File: src/segmented_lru_demote_cache_top_defines.svh
// Assertion macros for the segmented LRU cache.
`ifndef SEGMENTED_LRU_DEMOTE_CACHE_TOP_DEFINES_SVH
`define SEGMENTED_LRU_DEMOTE_CACHE_TOP_DEFINES_SVH
`ifndef SYNTH
`define SLRU_ASSERT(label, clk, rst_n, prop, msg) \
    label: assert property (@(posedge clk) disable iff (!rst_n) prop) else $error(msg);
`define SLRU_ASSERT_RST(label, clk, prop, msg) \
    label: assert property (@(posedge clk) prop) else $error(msg);
`else
`define SLRU_ASSERT(label, clk, rst_n, prop, msg)
`define SLRU_ASSERT_RST(label, clk, prop, msg)
`endif
`endif

File: src/slru_pkg.sv
package slru_pkg;
    localparam int PROT_ENTRIES = 32;
    localparam int PROB_ENTRIES = 32;
    localparam int NENT = PROT_ENTRIES + PROB_ENTRIES;
    localparam int IW = $clog2(NENT);
    localparam int CW = $clog2(NENT + 1);

    localparam logic SEG_PROT = 1'b0;
    localparam logic SEG_PROB = 1'b1;

    localparam logic [1:0] CFG_PROT_CAP = 2'd0;
    localparam logic [1:0] CFG_PROB_CAP = 2'd1;
    localparam logic [1:0] CFG_BLOCK_SIZE = 2'd2;

    localparam logic [2:0] OUT_PROT_DEMOTE_HIT = 3'd0;
    localparam logic [2:0] OUT_PROT_READ_HIT = 3'd1;
    localparam logic [2:0] OUT_PROB_DEMOTE_HIT = 3'd2;
    localparam logic [2:0] OUT_PROB_READ_HIT = 3'd3;
    localparam logic [2:0] OUT_DEMOTE_MISS = 3'd4;
    localparam logic [2:0] OUT_READ_MISS = 3'd5;

    // Search request and answer between the sequencer and the tag scanner.
    typedef struct packed {
        logic          start;
        logic          find_free;
        logic [31:0]   obj;
        logic [31:0]   blk;
    } scan_req_t;

    typedef struct packed {
        logic          done;
        logic          found;
        logic [IW-1:0] index;
    } scan_rsp_t;
endpackage

File: src/slru_mul.sv
// Shift-and-add multiplier for the forwarded address, one bit a cycle.
module slru_mul
    import slru_pkg::*;
(
    input  logic        clk,
    input  logic        rst_n,
    input  logic        start,
    input  logic [31:0] multiplicand,
    input  logic [16:0] multiplier,
    output logic [47:0] product,
    output logic        done
);
    logic [47:0] acc_reg;
    logic [47:0] mcand_reg;
    logic [16:0] mplier_reg;
    logic [4:0]  count_reg;
    logic        busy_reg;

    assign product = acc_reg;

    always_ff @(posedge clk or negedge rst_n)
    begin
        if (!rst_n)
        begin
            busy_reg <= 1'b0;
            done <= 1'b0;
            count_reg <= '0;
            acc_reg <= '0;
            mcand_reg <= '0;
            mplier_reg <= '0;
        end
        else
        begin
            done <= 1'b0;
            if (start)
            begin
                busy_reg <= 1'b1;
                acc_reg <= '0;
                mcand_reg <= {16'd0, multiplicand};
                mplier_reg <= multiplier;
                count_reg <= 5'd0;
            end
            else if (busy_reg)
            begin
                if (mplier_reg[0])
                    acc_reg <= acc_reg + mcand_reg;
                mcand_reg <= {mcand_reg[46:0], 1'b0};
                mplier_reg <= {1'b0, mplier_reg[16:1]};
                count_reg <= count_reg + 1'b1;
                if (count_reg == 5'd16)
                begin
                    busy_reg <= 1'b0;
                    done <= 1'b1;
                end
            end
        end
    end
endmodule

File: config.mk
export PLATFORM = sky130hd
export DESIGN_NAME = slru_mul
export DESIGN_NICKNAME = d
export VERILOG_FILES = /design/src/segmented_lru_demote_cache_top_defines.svh /design/src/slru_pkg.sv /design/src/slru_mul.sv
export SDC_FILE = /design/constraint.sdc
export NUM_CORES = 1
export LEC_CHECK = 0
export BUFFER_PORTS_ARGS = -buffer_cell sky130_fd_sc_hd__buf_2
export CAP_MARGIN = 15
export CORE_MARGIN = 5
export CORE_UTILIZATION = 55
export CTS_BUF_LIST = sky130_fd_sc_hd__clkbuf_2
export CTS_CLUSTER_DIAMETER = 120
export DETAILED_ROUTE_END_ITERATION = 12
export GPL_TIMING_DRIVEN = 0
export HOLD_SLACK_MARGIN = 0.03
export PLACE_DENSITY = 0.86
export SETUP_SLACK_MARGIN = 0.4
export SYNTH_ARGS = -nofsm -noshare
export SYNTH_HDL_FRONTEND = slang
export SYNTH_SLANG_ARGS = --single-unit
File: constraint.sdc
create_clock -name clk -period 3.85 [get_ports clk]
set_input_delay 0.77 -clock clk [delete_from_list [all_inputs] [get_ports clk]]
set_output_delay 0.77 -clock clk [all_outputs]
set_load 0.005 [all_outputs]
# [After elaboration in Yosys (flattened, before gate mapping)]
# Index checks and enable logic that the tools add are counted.
[classes] eq_ne=1 n_mux=15 n_reduce_logical=3 n_addsub=2
[ops] cell="two-way mux 48 bit" n=5
[ops] cell="adder 48 bit" n=1
[ops] cell="two-way mux 17 bit" n=2
[ops] cell="two-way mux 5 bit" n=2
[ops] cell="two-way mux 1 bit" n=6
[ops] cell="adder 5 x 1 -> 5 bit (second input constant)" n=1
[ops] cell="== test 5 bit (second input constant)" n=1
[ops] cell="nonzero test 2 bit" n=2
[ops] cell="AND reduction 2 bit" n=1
[word_totals] inputBits=52 ff_bits=120

# [Logic depth before layout (Yosys ltp)]
[depth] word_depth=4 depth_mapped=11 mapped_depth_nobuf=11

# [Least setup slack after synthesis]
# Ideal clock, no wire load.
[synth_path] kind="reg2reg" start="register acc_reg[0], in the netlist product[0]" end="register acc_reg[42], in the netlist product[42]" slack_ns=1.221 stages_incl_launch_ff=12 path_buffers=0 arrival_time_ns=2.506 cell_sequence="dfrtp_1 ha_1 fa_1 a21o_1 a21boi_2 o211a_1 o211ai_2 a31oi_2 o21ai_2 a21o_1 a21o_1 a211o_1"
[synth_via] elab_chain_cells=4
[synth_rtl] item="from (decl)" line="slru_mul.sv:13" text="logic [47:0] acc_reg;"
[synth_rtl] item="from (signal assigned)" line="slru_mul.sv:46" text="acc_reg <= acc_reg + mcand_reg;"
[synth_rtl] item="adder 48 bit" line="slru_mul.sv:46"
[synth_rtl] item="two-way mux 48 bit" line="slru_mul.sv:45" text="if (mplier_reg[0])"
[synth_rtl] item="two-way mux 48 bit" line="slru_mul.sv:43" text="else if (busy_reg)"
[synth_rtl] item="two-way mux 48 bit" line="slru_mul.sv:35" text="if (start)"
# Every way passes these cells. The select of a mux whose other input is x is not followed.
# A chain may end at the register's enable or synchronous reset.

# [Worst setup path after layout]
[layout_path] start="register acc_reg[1], in the netlist product[1]" end="register acc_reg[45], in the netlist product[45]"
# Same word-level chain as after synthesis.

==> impl_metrics.toml <==
[status]
outcome = "finished clean"

[setup_path]
startpoint_type = "flip-flop"
worstPathArrival_ps = 3710
path_cells = "ha_1 > a211oi_1 > o211ai_1 > a21oi_1 > o211ai_1 > a21oi_1 > o21ai_0 > o22ai_1 > xor2_1 > a211oi_1"
crit_path_end_kind = "flip-flop"
crit_required_ps = 4520
cp_slowest_cell = "dfrtp_1"
path_class = "reg -> reg"
worst_path_largest_cell_delay_ps = 480
crit_fanout = 4
reg2reg_from = "product[1]"
crit_start = "product[1]"

[cells_and_area]
regArea_mm2 = 0.003003
fin_area_mm2 = 0.008728
diodes = 0
nNetsFinal = 1107
multi_input_area_mm2 = 0.004513
layout_common_cells = "nand2_1 (154), dfrtp_1 (120), buf_2 (101), a21oi_1 (90), o21ai_0 (84)"
drive_above_1_share_pct = 14.44
fillers = 1205
area_delta_synth_final_pct = 13.04
layout_commonest_cell = "nand2_1"

[place]
place_worst_setup_slack_ps = 905.3
io_buffers = 100
gp_congestion = 0.9517
place_area_mm2 = 0.008481
dpl.hpwl_um = 15390

[global_route]
antenna_found_initial = 0
globalRouteTotalUtil_pct = 25.42
grt_pass1_vias = 6958
grt_pass1_wl_um = 33700
gr-total-overflow = 0
grt_max_degree = 78

[floorplanning]
die_h_um = 128.5
start_util_pct = 55.84
die_x_um = 128.5
pin_count = 101
dieArea_mm2 = 0.01651
core-area_mm2 = 0.01383
rows = 43

[pwr]
ir_drop_mv = 0.2553
switching_share_pct = 36.54
pwr-share-comb_pct = 28.4
power.density_mw_per_mm2 = 364.6
switchingPower_mw = 1.163
power.leakage_nw = 4.567
intPower_mw = 2.019
p_total_mw = 3.182
power_frac_clock_pct = 26.2
p_seq_share_pct = 45.5

[clock_tree]
cts_tree = "yes"
worstSkewPairLatency_ps = 750
postCtsSetupRepairBufs = 0
cts_root_buffer = "clkbuf_2"
path_clk_slew_ps = 220
cts_made_buffers = 17
clk_path_buf_depth = 2
cts_max_level = 4
cts_sinks = 120

[route]
firstDrtPassIters = 5
drt-initial-drc-count = 445
antenna_left = 0
drc = 0
viasPerCell = 5.811
routed_wl_um = 20320
num_vias = 6962
wl_per_cell_um = 16.96

[synth]
syn_inst = 884
synth_cell_type_count = 58
ys_warn_count = 0
ys_ff_latch = 120
synth_top_area_share_pct = 38.89
synthFlopType = "dfrtp_1"
async_reset_ff_share_pct = 100.0
synth_area_mm2 = 0.007721
avgSynthCellArea_um2 = 8.734
ys_top_cells_by_area = "dfrtp_1 (39%), mux2i_1 (8.6%), ha_1 (7.9%)"
synth-seq-area-share_pct = 38.89
yosysTopAreaCell = "dfrtp_1"
synth_nets = 986
synth_edf_count = 0

[run]
max_cap_violations = 0

[sta]
setup_viol = 0
maxSlewViolCount = 0
period_needed_ps = 3040
max_slew.worst_pin.slew_ps = 918.8
fmaxAchievable_ghz = 0.3290
grt_setup_unrepaired = "false"
fin_hold_ws_ps = 204.9
slew_headroom_pct = 38.75
finClkSkew_ps = 44.11
hold_violations = 0
fin_ws_ps = 810.3
fin_tns_setup_ps = 0
period_share_pct = 78.95

[min_path]
hold_path_class = "in -> reg"
hold_path_startpoint = "multiplicand[11]"
what timing repair did:
action | CTS | global route
hold endpoints to repair | 43 | 0
hold buffers | 1 | 0
resized for setup | 0 | 0
area by class of cell:
cell class / count / area share, %
Buffer: 45 / 2.007
Sequential cell: 120 / 34.40
Tap cell: 180 / 2.580
Multi-Input combinational cell: 711 / 51.71
Clock inverter: 15 / 1.749
Inverter: 8 / 0.3440
Timing Repair Buffer: 102 / 6.236
Clock buffer: 17 / 0.9748
power by group through the flow:
stage	combinational, mW	sequential [mW]	clock, mW
global placement	0.869	1.47	0
floorplan	0.620	1.45	0
global route	1.01	1.46	0.892
finish	0.903	1.45	0.832
CTS	0.898	1.45	0.843
detailed placement	0.891	1.47	0
Yosys cell counts, drive strengths merged, types with 10 or more instances:
| library cell | n |
|---|---|
| nand2 | 154 |
| dfrtp | 120 |
| a21oi | 90 |
| o21ai | 88 |
| mux2i | 66 |
| nor2 | 66 |
| ha | 49 |
| xnor2 | 34 |
| clkbuf | 31 |
| a21o | 24 |
| buf | 14 |
| nand4 | 13 |
| nor3 | 12 |
| xor2 | 11 |
| a211oi | 10 |
| nand3b | 10 |
per-layer routing:
layer / vias up / wire (um) / global-route usage [%]
li1: 3377 / - / -
met2: 213 / 9546 / 41.71
met1: 3344 / 8921 / 32.86
met5: - / 0 / 0
met4: 0 / 300 / 7.303
met3: 28 / 1555 / 7.430
worst max-delay path, delay by kind of cell, from the launching register on:
kind	cells	cell delay [ps]
xor+xnor	1	100
compound gates	8	2060
fa+ha+maj	1	340
flops	1	480
through the flow:
stage               utilization (%)  cells
floorplan                         -    884
global placement              61.09   1164
detailed placement            61.33   1165
CTS                           63.13   1198
global route                  63.13   1198
finish                        63.13   1198
logic make-up after synthesis:
logic type | count (synthesis) | share of synthesized area [%]
AOI/OAI and AO/OA | 257 | 19.83
and+or+nand+nor | 292 | 16.61
xor gates and xnor gates | 45 | 5.105
DFF | 120 | 38.89
buffers and inverters | 53 | 2.658
muxes | 67 | 8.702
adders and majority gates | 50 | 8.200
path summary, 6_finish.rpt:
check,slack (ps),cells after the start,to
min in group asynchronous,470,2,product[16]
max in group asynchronous,2650,3,mcand_reg[1]
worst max-delay path,810,10,product[45]
worst min register to register,560,2,product[18]
worst min-delay path,200,3,mcand_reg[11]
worst max register to register,810,10,product[45]
Power figures use the tool's default switching activity.
