File: src/segmented_lru_demote_cache_top_defines.svh
// Assertion macros for the segmented LRU cache.
`ifndef SEGMENTED_LRU_DEMOTE_CACHE_TOP_DEFINES_SVH
`define SEGMENTED_LRU_DEMOTE_CACHE_TOP_DEFINES_SVH
`ifndef SYNTH
`define SLRU_ASSERT(label, clk, rst_n, prop, msg) \
    label: assert property (@(posedge clk) disable iff (!rst_n) prop) else $error(msg);
`define SLRU_ASSERT_RST(label, clk, prop, msg) \
    label: assert property (@(posedge clk) prop) else $error(msg);
`else
`define SLRU_ASSERT(label, clk, rst_n, prop, msg)
`define SLRU_ASSERT_RST(label, clk, prop, msg)
`endif
`endif

File: src/slru_pkg.sv
package slru_pkg;
    localparam int PROT_ENTRIES = 32;
    localparam int PROB_ENTRIES = 32;
    localparam int NENT = PROT_ENTRIES + PROB_ENTRIES;
    localparam int IW = $clog2(NENT);
    localparam int CW = $clog2(NENT + 1);

    localparam logic SEG_PROT = 1'b0;
    localparam logic SEG_PROB = 1'b1;

    localparam logic [1:0] CFG_PROT_CAP = 2'd0;
    localparam logic [1:0] CFG_PROB_CAP = 2'd1;
    localparam logic [1:0] CFG_BLOCK_SIZE = 2'd2;

    localparam logic [2:0] OUT_PROT_DEMOTE_HIT = 3'd0;
    localparam logic [2:0] OUT_PROT_READ_HIT = 3'd1;
    localparam logic [2:0] OUT_PROB_DEMOTE_HIT = 3'd2;
    localparam logic [2:0] OUT_PROB_READ_HIT = 3'd3;
    localparam logic [2:0] OUT_DEMOTE_MISS = 3'd4;
    localparam logic [2:0] OUT_READ_MISS = 3'd5;

    // Search request and answer between the sequencer and the tag scanner.
    typedef struct packed {
        logic          start;
        logic          find_free;
        logic [31:0]   obj;
        logic [31:0]   blk;
    } scan_req_t;

    typedef struct packed {
        logic          done;
        logic          found;
        logic [IW-1:0] index;
    } scan_rsp_t;
endpackage

File: src/slru_scan.sv
// Sequential tag scanner: walks the tag store one entry a cycle, looking
// either for a matching valid entry or for the first free one.
module slru_scan
    import slru_pkg::*;
(
    input  logic            clk,
    input  logic            rst_n,
    input  scan_req_t       req,
    input  logic [NENT-1:0] valid,
    input  logic            wr_en,
    input  logic [IW-1:0]   wr_index,
    input  logic [31:0]     wr_obj,
    input  logic [31:0]     wr_blk,
    output scan_rsp_t       rsp
);
    logic [31:0] tag_object [NENT];
    logic [31:0] tag_block [NENT];
    logic [31:0] rd_obj_reg;
    logic [31:0] rd_blk_reg;
    logic        rd_valid_reg;
    logic        active_reg;
    logic        pend_reg;
    logic [IW-1:0] addr_reg;
    logic [IW-1:0] cmp_index_reg;
    logic        last_reg;
    logic        match;

    // Tag memory with a registered read port.
    always_ff @(posedge clk)
    begin
        if (wr_en)
        begin
            tag_object[wr_index] <= wr_obj;
            tag_block[wr_index] <= wr_blk;
        end
        rd_obj_reg <= tag_object[addr_reg];
        rd_blk_reg <= tag_block[addr_reg];
    end

    assign match = req.find_free ? !rd_valid_reg
                 : (rd_valid_reg && rd_obj_reg == req.obj && rd_blk_reg == req.blk);

    // Address walker; the comparison happens in the cycle after its address is issued.
    always_ff @(posedge clk or negedge rst_n)
    begin
        if (!rst_n)
        begin
            active_reg <= 1'b0;
            pend_reg <= 1'b0;
            addr_reg <= '0;
            cmp_index_reg <= '0;
            last_reg <= 1'b0;
            rd_valid_reg <= 1'b0;
            rsp <= '0;
        end
        else
        begin
            rsp.done <= 1'b0;
            rd_valid_reg <= valid[addr_reg];
            if (req.start)
            begin
                active_reg <= 1'b1;
                pend_reg <= 1'b0;
                addr_reg <= '0;
            end
            else if (active_reg)
            begin
                pend_reg <= 1'b1;
                cmp_index_reg <= addr_reg;
                last_reg <= (addr_reg == IW'(NENT - 1));
                if (addr_reg != IW'(NENT - 1))
                    addr_reg <= addr_reg + 1'b1;
                if (pend_reg && (match || last_reg))
                begin
                    active_reg <= 1'b0;
                    pend_reg <= 1'b0;
                    rsp.done <= 1'b1;
                    rsp.found <= match;
                    rsp.index <= cmp_index_reg;
                end
            end
        end
    end

    `include "segmented_lru_demote_cache_top_defines.svh"
    `SLRU_ASSERT(a_done_one_cycle, clk, rst_n, rsp.done |=> !rsp.done, "scan done held")
    `SLRU_ASSERT(a_start_idle, clk, rst_n, req.start |=> !rsp.done, "done right after start")
    `SLRU_ASSERT(a_wr_not_scanning, clk, rst_n, wr_en |-> !active_reg, "tag write during scan")
endmodule

File: config.mk
export PLATFORM = sky130hd
export DESIGN_NAME = slru_scan
export DESIGN_NICKNAME = d
export VERILOG_FILES = /design/src/slru_pkg.sv /design/src/slru_scan.sv
export VERILOG_INCLUDE_DIRS = /design/src /design/src/src
export SDC_FILE = /design/constraint.sdc
export NUM_CORES = 2
export LEC_CHECK = 0
export BUFFER_PORTS_ARGS = -buffer_cell sky130_fd_sc_hd__buf_4
export CAP_MARGIN = 40
export CORE_ASPECT_RATIO = 1.2
export CORE_MARGIN = 1.5
export CORE_UTILIZATION = 59
export CTS_BUF_LIST = sky130_fd_sc_hd__clkbuf_4 sky130_fd_sc_hd__clkbuf_8
export CTS_CLUSTER_SIZE = 25
export DETAILED_ROUTE_END_ITERATION = 8
export HOLD_SLACK_MARGIN = 0.1
export PLACE_DENSITY = 0.78
export SLEW_MARGIN = 20
export SYNTH_ARGS = -nofsm -noshare
export SYNTH_HDL_FRONTEND = slang
export SYNTH_SLANG_ARGS = --single-unit
File: constraint.sdc
create_clock -name clk -period 2.17 [get_ports clk]
set_input_delay 0.217 -clock clk [delete_from_list [all_inputs] [get_ports clk]]
set_output_delay 0.217 -clock clk [all_outputs]
set_load 0.01 [all_outputs]
* After elaboration in Yosys (flattened, before gate mapping)
Memory sizes are Yosys's and may differ from the RTL's. A register that Yosys moved wholly into a read port is not among the register bits.
Index checks and enable logic that the tools add are counted.
W data, S select, Z words.
** Storage, ports and cells
- Flip-flop bits (word level) :: 24
- RAM bits :: 4096
- Input bits :: 203
- Output and inout port bits :: 8
- Word-level logic and storage cells :: 44
- Memories kept :: 2
** Memory list
- tag_block :: depth 64, width 32, read ports 1, clocked after memory_dff 1, wr ports 1, line slru_scan.sv:17 : logic [31:0] tag_block [NENT];
- tag_object :: depth 64, width 32, read ports 1, clocked after memory_dff 1, wr ports 1, line slru_scan.sv:16 : logic [31:0] tag_object [NENT];
** Cells by class
- Add/subtract/negate cells :: 1
- $lt $le $gt $ge :: 1
- Equal/unequal tests :: 4
- Multiplexer cells :: 16
- Bitwise logic cells :: 1
- Reduce and logical (&&, ||, !) cells :: 10
** Operators by type and width (number)
- $eq A32 B32 Y1 :: 2
- $mux W8 :: 3
- $mux W6 :: 3
- $mux W1 :: 9
- $lt A6 B7 Y1 const B :: 1
- $add A6 B1 Y6 const B :: 1
- $bmux W1 S6 :: 1
- $eq A6 B6 Y1 const B :: 1
- $ne A6 B6 Y1 const B :: 1
- $reduce_and A2 Y1 :: 2
- $reduce_bool A2 Y1 :: 2
- $logic_and A1 B1 Y1 :: 3
- $reduce_and A3 Y1 :: 1
- $logic_not A1 Y1 :: 1
- $logic_or A1 B1 Y1 :: 1
- $not A1 Y1 :: 1

* Depth between registers and ports, before layout
- Word-level depth :: 9
- Gate-level depth with buffers :: 11
- Depth with buffers taken out :: 7

* Least setup slack after synthesis
Ideal clock, no wire load.
- Path type :: input to register
- Start point :: in wr_index[4]
- End point :: mem tag_block[16][0] (enable)
- Library setup time :: 0.486 ns
- Arrival :: 3.718 ns
- Data required time :: 1.684 ns
- Setup slack :: -2.035 ns
- Cell stages on the path :: 4
- Buffers on the path :: 2
- Cells stage by stage :: clkbuf_1 or3b_2 clkbuf_1 nor2_1
** RTL lines
- start, declared :: line slru_scan.sv:11 : input logic [IW-1:0] wr_index,
- end, declared :: line slru_scan.sv:17
No word-level cell before the write port.

==> run summary <==
Residual DRC - 0
I/O pins - 211
R2R depth - 9
worst hold stages - 8
Wirelength per Cell - 41.2 um
share of the synthesized area in the top cell type - 77.3%
net count after synthesis - 6,643
share of synthesized registers carrying an async set or reset - 0.574%
skew final - 0.0746 ns
Core Area - 0.268 mm^2
Post-DRT Antenna Nets - 0
top cells by area, synth - edfxtp_1 (77%), mux4_2 (18%), dfxtp_1 (0.81%)
global route overflow - 0
CTS buffer count - 610
Final Routed Wirelength - 496 mm
Synth Warn # - 0
largest registers - tag_block x2048, tag_object x2048
Hold WS - 0.155 ns
Pleak - 60.8 nW
CP max stage cell - mux4_2
via count - 86,400
H-Tree Depth - 6
Layout area overhead - 20.7%
Final period util - 131%
Worst Setup SP - addr_reg[0]$_DFFE_PN0P_
violation count after the first detailed-route iteration - 14,900
status - finished with violations
Distinct cells, synth - 47
share of cells above drive strength 1 - 42.6%
reg2reg setup slack - -0.67 ns
post-place setup slack - -0.915 ns
clock-pin slew on the worst setup and hold paths - 0.07 ns
CP Class - register to register
I/O Buffers - 210
CP Max Fanout - 8
final hold violations - 0
Main synth FF type - edfxtp_1
Synth area leader - edfxtp_1
delay-heaviest family, CP - multiplexers
total power - 0.178 W
RD Place Congestion - 0.870
vias per cell - 7.18
Die Area - 0.273 mm^2
initial antenna violation count - 24
largest net degree at the start of global routing - 65
Slew @ Worst Pin - 0.823 ns
worst-path cell chain - buf_12, buf_12, buf_16, buf_12, mux4_2, mux4_2, nor2_4, nor3_2, a221o_1
FF+latch count, synth - 4,184
GRT Total Usage - 35.4%
CP peak stage delay - 0.52 ns
Worst Path Required - 3.15 ns
sequential share of the synthesized area - 78.5%
root buf cell - clkbuf_8
PwrDens - 928 mW/mm^2
Worst VDD drop - 0.486 mV
Slew Viols, Final - 0
Buf/Inv on CP - 4
CP Launch Type - register
Clock Sinks - 4,184
Clk Latency, worst-skew pair - 1.13 ns
CP Depth - 9
Sum Neg Setup Slack - -38.27 ns
Synth Cell Area - 0.159 mm^2
Site Rows - 208
global-route wire length before repair - 663 mm
Crit path arrival time - 3.82 ns
Die W - 477 um
worst setup path endpoint - rd_blk_reg[16]$_DFF_P_
synthesized area per cell - 24.7 um^2
worst hold path class - input pin to register
Final min period - 2.84 ns
Final setup viols - 73
Post-synth EDFFs - 4,096
Initial Util - 59.4%
Max-Cap Viols - 0
CTS tree - done
Top cell by count, worst path - buf_12
Layout Nets - 8,154
RR Endpoint - rd_blk_reg[16]$_DFF_P_
CP endpoint kind - register
vias in the first global route - 86,600
r2r startpoint - addr_reg[0]$_DFFE_PN0P_
DRT Pass-1 Iters - 8
RSZ-0062 raised after global routing - true
Max-Slew Margin vs Limit - 45.1%
Die Ht - 572 um
max frequency - 352 MHz
Detailed Place HPWL - 258 mm
violated checks - negative setup slack
Mapped Cells - 6,439
crit path setup slack, layout - -0.672 ns
CTS Buffer Depth - 4
cell type report:
class                      count  area [um^2]
clock buffer                 852        10500
sequential                  4184       125000
timing repair buffer        1239        16200
fill                       13300        75900
multi-input combinational   1901        34000
inverter                      14         52.6
antenna                       21         52.6
tap                         3570         4470
clock inverter               248         1680
cell usage in the layout, fill, tap and decap left out, drive strengths merged, types with 9 or more instances in the layout:
master / Yosys / routed
a22oi: 90 / 90
dfrtp: 24 / 24
clkinvlp: 0 / 11
xor2: 9 / 9
nor2: 93 / 93
clkbuf: 164 / 863
a21oi: 13 / 13
nand3: 11 / 11
dlygate4sd3: 0 / 182
nor3: 22 / 22
clkinv: 0 / 197
inv: 14 / 35
xnor2: 39 / 39
dfxtp: 64 / 64
a31oi: 9 / 9
diode: 0 / 21
mux2: 46 / 46
a221o: 20 / 20
buf: 176 / 1043
mux4: 1258 / 1258
o22ai: 21 / 21
nor4: 9 / 9
bufinv: 0 / 19
nand2: 89 / 89
nand2b: 38 / 38
mux2i: 22 / 22
nand4: 32 / 32
edfxtp: 4096 / 4096
nor2b: 23 / 23
cells by family (layout without fill, tap and decap cells):
logic type | Yosys count | in the layout | synth area share, %
flops | 4184 | 4184 | 78.5
mux | 1326 | 1326 | 18.3
buf+inv | 354 | 2353 | 1.03
simple gates | 340 | 340 | 1.04
compound gates | 186 | 186 | 0.867
xor+xnor | 48 | 48 | 0.264
fa+ha+maj | 1 | 1 | 0.00786
other cells | 0 | 21 | 0
through the flow:
step                util (%)  instance area (um^2)  std cells
global route            71.7                192000      12000
CTS                     71.3                191000      12000
global placement        64.8                174000      10600
floorplan                  -                160000       6439
finish                  71.7                192000      12000
detailed placement      64.8                174000      10600
what timing repair did:
action,4_1_cts,5_1_grt
buffers inserted,99,51
hold buffers,183,1
hold endpoints to repair,5942,24
resized for setup,307,143
endpoints found under the setup margin,79,87
gates cloned,33,12
pin swaps,81,70
Yosys cell counts, types with 20 or more instances:
cell type  instances
a221o_1           20
a22oi_1           90
buf_1             39
buf_2            105
clkbuf_1         164
dfrtp_1           24
dfxtp_1           64
edfxtp_1        4096
mux2_2            46
mux2i_1           22
mux4_2          1258
nand2_1           89
nand2b_1          38
nand4_1           32
nor2_1            93
nor2b_1           23
nor3_1            22
o22ai_1           21
xnor2_1           39
metal layers:
| layer | share of wire [%] | GRT usage, % | vias up | routed length, um |
|---|---|---|---|---|
| met5 | 0.014 | 0 | - | 69 |
| met4 | 8.0 | 22.1 | 10 | 39500 |
| met3 | 14 | 9.80 | 2013 | 70400 |
| met2 | 48 | 56.8 | 9082 | 238000 |
| met1 | 30 | 43.2 | 44100 | 148000 |
| li1 | - | - | 31200 | - |
worst min-delay path by stage:
stage / to / slack [ns] / from
floorplan: active_reg$_DFF_PN0_ / -0.08 / rst_n
global placement: rsp[1]$_DFFE_PN0P_ / 0.12 / rst_n
detailed placement: rsp[0]$_DFFE_PN0P_ / 0.13 / rst_n
CTS: active_reg$_DFF_PN0_ / 0.10 / req[54]
global route: active_reg$_DFF_PN0_ / 0.18 / req[54]
finish: active_reg$_DFF_PN0_ / 0.15 / req[54]
power breakdown:
part	leakage, nW	internal, W	switching (W)
sequential	37.7	0.0896	0.000799
combinational	16.6	0.0120	0.0109
clock	6.49	0.0338	0.0310
worst reg2reg max path, delay by kind of cell (launching register included):
kind                   cells  cell delay, ns
DFF                        1            0.51
buffers and inverters      4            0.68
AOI/OAI and AO/OA          1            0.29
and+or+nand+nor            2            0.21
muxes                      2            1.03
Power figures use the tool's default switching activity.
